File: src/hdl/bsc_udiv.sv
`timescale 1ns / 1ps
// ----------------------------------------------------------------------------
// bsc_udiv
// Pipelined 32-bit unsigned restoring divider, one quotient bit per stage.
// ----------------------------------------------------------------------------
module bsc_udiv #(
    parameter int SW = 8
) (
    input  logic          clk,
    input  logic          rst_n,
    input  logic          en,
    input  logic          in_valid,
    input  logic [31:0]   dividend,
    input  logic [31:0]   divisor,
    input  logic [SW-1:0] side_in,
    output logic          out_valid,
    output logic [31:0]   quotient,
    output logic [SW-1:0] side_out
);

    localparam int N = 32;

    logic [N-1:0]  v_reg;
    logic [31:0]   n_reg [N];
    logic [31:0]   r_reg [N];
    logic [31:0]   d_reg [N];
    logic [SW-1:0] s_reg [N];

    genvar k;
    generate
        for (k = 0; k < N; k++)
        begin : g_stage
            logic          v_prev;
            logic [31:0]   n_prev;
            logic [31:0]   r_prev;
            logic [31:0]   d_prev;
            logic [SW-1:0] s_prev;
            logic [32:0]   shifted;
            logic [32:0]   diff;
            logic          ge;

            if (k == 0)
            begin : g_first
                assign v_prev = in_valid;
                assign n_prev = dividend;
                assign r_prev = '0;
                assign d_prev = divisor;
                assign s_prev = side_in;
            end
            else
            begin : g_next
                assign v_prev = v_reg[k-1];
                assign n_prev = n_reg[k-1];
                assign r_prev = r_reg[k-1];
                assign d_prev = d_reg[k-1];
                assign s_prev = s_reg[k-1];
            end

            assign shifted = {r_prev, n_prev[31]};
            assign diff    = shifted - {1'b0, d_prev};
            assign ge      = !diff[32];

            always_ff @(posedge clk or negedge rst_n)
            begin
                if (!rst_n)
                begin
                    v_reg[k] <= 1'b0;
                end
                else if (en)
                begin
                    v_reg[k] <= v_prev;
                end
            end

            always_ff @(posedge clk)
            begin
                if (en)
                begin
                    n_reg[k] <= {n_prev[30:0], ge};
                    r_reg[k] <= ge ? diff[31:0] : shifted[31:0];
                    d_reg[k] <= d_prev;
                    s_reg[k] <= s_prev;
                end
            end
        end
    endgenerate

    assign out_valid = v_reg[N-1];
    assign quotient  = n_reg[N-1];
    assign side_out  = s_reg[N-1];

    a_hold_on_stall: assert property (@(posedge clk) disable iff (!rst_n)
        !en |=> $stable(v_reg))
        else $error("divider valid bits moved while stalled");

endmodule

File: config.mk
export PLATFORM = sky130hd
export DESIGN_NAME = bsc_udiv
export DESIGN_NICKNAME = d
export VERILOG_FILES = /design/src/hdl/bsc_udiv.sv
export SDC_FILE = /design/constraint.sdc
export NUM_CORES = 2
export LEC_CHECK = 0
export BUFFER_PORTS_ARGS = -buffer_cell sky130_fd_sc_hd__buf_2
export CORE_ASPECT_RATIO = 0.9
export CORE_MARGIN = 3
export CORE_UTILIZATION = 25
export DETAILED_ROUTE_END_ITERATION = 7
export PLACE_DENSITY = 0.43
export SYNTH_ARGS = -nofsm -noshare
export SYNTH_HDL_FRONTEND = slang
export SYNTH_SLANG_ARGS = --single-unit
File: constraint.sdc
create_clock -name clk -period 4.2 [get_ports clk]
set_input_delay 0.21 -clock clk [delete_from_list [all_inputs] [get_ports clk]]
set_output_delay 0.21 -clock clk [all_outputs]
set_load 0.005 [all_outputs]
# ---- Yosys cells after proc, flatten, opt, wreduce, memory -nomap -nowiden
# Memories as Yosys holds them, arrays and structs flattened.
# Index checks and enable logic that the tools add are counted.
dict set report word_totals {
  elab_cells 134
  input_bits 76
  reg_bits 32
  memories 4
  ramBits 3328
  out_inout_bits 41
}
dict set report classes {
  n_mux 34
  addsub 32
  reduce_logical 32
}
# memory words width read_ports rd_clocked_by_memory_dff write_ports line
set memory_table {}
lappend memory_table {d_reg 32 32 31 0 32 26} ;# logic [31:0] d_reg [N];
lappend memory_table {n_reg 32 32 32 0 32 24} ;# logic [31:0] n_reg [N];
lappend memory_table {r_reg 32 32 31 0 32 25} ;# logic [31:0] r_reg [N];
lappend memory_table {s_reg 32 8 32 0 32 27} ;# logic [SW-1:0] s_reg [N];
# operator n
set op_table {}
lappend op_table {{$mux W32} 32}
lappend op_table {{$sub A33 B32 Y33} 31}
lappend op_table {{$sub A1 B32 Y33} 1}
lappend op_table {{$logic_not A1 Y1} 32}
lappend op_table {{$mux W1} 2}

# ---- Depth between registers and ports, before layout
# An unclocked memory read counts as a cell.
dict set report logic_depth {
  word_depth 3
  mapped_depth 16
  ltp_nobuf 14
}

# ---- Worst setup path after synthesis
# No wires, ideal clock.
dict set report synth_path {
  kind {register -> register}
  start {memory d_reg[11][0]}
  end {memory r_reg[12][4], in the netlist r_reg[0][388], data pin}
  setup_ns 0.260
  arrival_ns 3.658
  path_buffers 1
  synth_period_minus_slack_ns 3.917
  stages_incl_launch_ff 15
  path_slack_ns 0.283
  required_time_ns 3.940
  cell_sequence {edfxtp_1 ha_1 fa_1 nor2b_1 o31a_1 o31ai_1 o31a_1 o21ai_1 a221oi_1 o21bai_1 a21oi_1 o41ai_1 xor2_1 buf_2 mux2_2}
}
# element line
set synth_rtl {}
lappend synth_rtl {{start, declared} 26}
lappend synth_rtl {{end, declared} 25}

==> results.yml <==
logic_synthesis:
  syn_inst: 12010
  ys_async_sr_fraction_pct: 0.9709
  ys_ff_latch: 3296
  post_synth_num_cell_types: 88
  ys_dominant_reg_cell: "edfxtp_1"
  synth_edf_count: 3264
  synth.most_common_cell: "edfxtp_1"
  synth_top_area_share_pct: 60.91
  seq_area_frac_synth_pct: 61.40
  synth.avg_cell_area_um2: 13.40
  synth_area_leaders: "edfxtp_1 (61%), ha_1 (7.7%), mux2_2 (5.7%)"
  synth_common_cells: "edfxtp_1 (3264), inv_1 (1220), ha_1 (993)"
  syn_area_um2: 160900
  yosysTopAreaCell: "edfxtp_1"
  yosysWarnings: 0
global_route:
  grt_max_degree: 136
  grt_use_total_pct: 10.27
  use_met2_pct: 17.55
  busiest_layer: "met2"
  grt_first_pass_wirelength_um: 544000
  grt_overflow_total: 0
  antenna_found_initial: 4
  grt_pass1_vias: 93920
  grt_use_met1_pct: 13.58
  gr-usage-met3_pct: 1.420
worst_setup_path:
  cp_data_arrival_time_ps: 4760
  critPathLaunch: "n_reg[1][255]$_DFFE_PP_"
  endpoint: "r_reg[1][269]$_DFFE_PP_"
  cp.required_ps: 4920
  crit_path_end_kind: "register"
  r2r_slack_ps: 160
  r2r-start: "n_reg[1][255]$_DFFE_PP_"
  rr_endpoint: "r_reg[1][269]$_DFFE_PP_"
  start_kind: "register"
  crit_type: "reg2reg"
  crit_fanout: 9
  r2r_cells: 16
cts:
  cts-buffers-inserted: 391
  clkLatencyLatePin_ps: 990
  cts.sinks: 3296
  htreeDepth: 5
  cts_root_buf: "clkbuf_16"
  cts_buffer_depth: 4
  clk_pin_slew_ps: 60
  cts_tree: "yes"
drt:
  routed_wl_um: 351000
  drc: 0
  first_pass_iters: 5
  vias: 93650
  post_drt_wl_per_cell_um: 16.08
  drtIter0Drc: 5549
  ant_nets: 0
  vias_per_cell: 4.288
finish:
  area_delta_synth_final_pct: 18.89
  multi_input_area_um2: 57610
  drive_gt1_share_pct: 16.23
  final_area_um2: 191300
  utilization_pct: 29.93
  fillCellCount: 64760
  ff_latch_area_um2: 98810
  fin_nets: 14060
  largest_register_ffs: 1024
power:
  power_density_nw_per_um2: 793.9
  leakage_nw: 74.68
  peakVddDrop_v: 0.0003700
timing:
  fin_crit_ps: 4043
  hold_viol_final: 0
  slew-limit-headroom_pct: 34.27
  whs_ps: 105.1
  setup_viol: 0
  period_share_pct: 96.25
  setup_tns_ps: 0
  worst_slew_pin_slew_ps: 982.3
  skew_ps: 113.6
  setup_slack_ps: 157.3
  max_freq_ghz: 0.2474
  drv_slew: 0
placed_design:
  place_area_um2: 175800
  post-place-ws_ps: -79.94
  port_buffers: 116
  hpwl_um: 247200
  gp_congestion: 0.7986
floorplanning:
  fp.dieW_um: 851.7
  dieHeight_um: 767.1
  die-area_um2: 653400
  start_util_pct: 25.17
  core_um2: 639300
  rows: 278
  io_pins: 117
flow_run:
  max_cap_viol_count: 0
run_status:
  status: "finished clean"
min_path:
  min_path_type: "in2reg"
worst min-delay path by stage:
| stage | startpoint | endpoint | slack, ps | cells after the start |
|---|---|---|---|---|
| 6_report | dividend[17] | n_reg[0][18]$_DFFE_PP_ | 110 | 2 |
| 5_1_grt | dividend[17] | n_reg[0][18]$_DFFE_PP_ | 50 | 2 |
| 4_1_cts | dividend[17] | n_reg[0][18]$_DFFE_PP_ | 20 | 2 |
| 3_5_place_dp | rst_n | out_valid$_DFFE_PN0P_ | 310 | 1 |
| 3_3_place_gp | rst_n | out_valid$_DFFE_PN0P_ | 310 | 1 |
| 2_1_floorplan | rst_n | g_stage[10].v_prev$_DFFE_PN0P_ | -90 | 0 |
per-stage QoR:
step,std cells,total power (W)
floorplan,12030,0.09760
global placement,20920,0.1163
detailed placement,20920,0.1163
CTS,21800,0.1523
global route,21840,0.1632
finish,21840,0.1519
cells in the final DEF (no fill, tap or decap), types with 149 or more instances in the layout:
cell       count
edfxtp_1    3264
inv_1       1219
ha_1         990
mux2_2       808
a21oi_1      794
xnor2_1      555
o21ai_0      508
nand2_1      473
a21o_1       458
nor2_1       451
buf_4        417
clkbuf_16    405
xor2_1       253
nand3_1      156
nor2b_1      154
o21a_1       149
logic make-up after synthesis:
kind of cell               Yosys count  share of synthesized area [%]
buffers and inverters             1434                          3.402
muxes                              911                          6.316
DFF                               3296                          61.40
other                                1                       0.002330
and+or+nand+nor                   1862                          5.687
adders and majority gates         1023                          8.094
AOI/OAI and AO/OA                 2649                          10.54
xor gates and xnor gates           836                          4.559
what timing repair did:
item	in CTS	in global routing
hold endpoints to repair	382	0
endpoints found under the setup margin	248	707
gates cloned	1	14
resized for setup	18	116
buffers inserted	4	27
pin swaps	4	36
hold buffers	147	0
report_power, final:
part	switching (W)	internal, W	total, W
Combinational	0.0327	0.0333	0.0660
Sequential	0.00467	0.0473	0.0519
Clock	0.0142	0.0198	0.0340
layout make-up:
class	instances	area share [%]
sequential	3296	51.65
clock buffer	483	5.310
clock inverter	241	1.372
tap	8540	5.585
timing repair buffer	759	3.575
inverter	1220	2.394
multi-input combinational	7296	30.11
antenna	3	0.003924
worst max-delay path: stages, from the launching register on:
cell       delay, ps
edfxtp_1         380
inv_2             90
ha_4             140
fa_2             210
nor2b_2           50
o31a_1           260
o41a_1           420
a41oi_2          290
o311a_1          280
o311ai_4         130
a21o_1           200
a311o_1          350
a21oi_4          190
xnor2_4          140
buf_12           160
clkbuf_16        160
mux2_1           330
layer usage:
metal,share of wire (%),vias up,routed length [um]
li1,-,46730,-
met1,46,45190,161400
met2,48,1201,168300
met3,3.3,534,11440
met4,2.8,0,9907
met5,0,-,0
(Power assumes the default switching activity.)
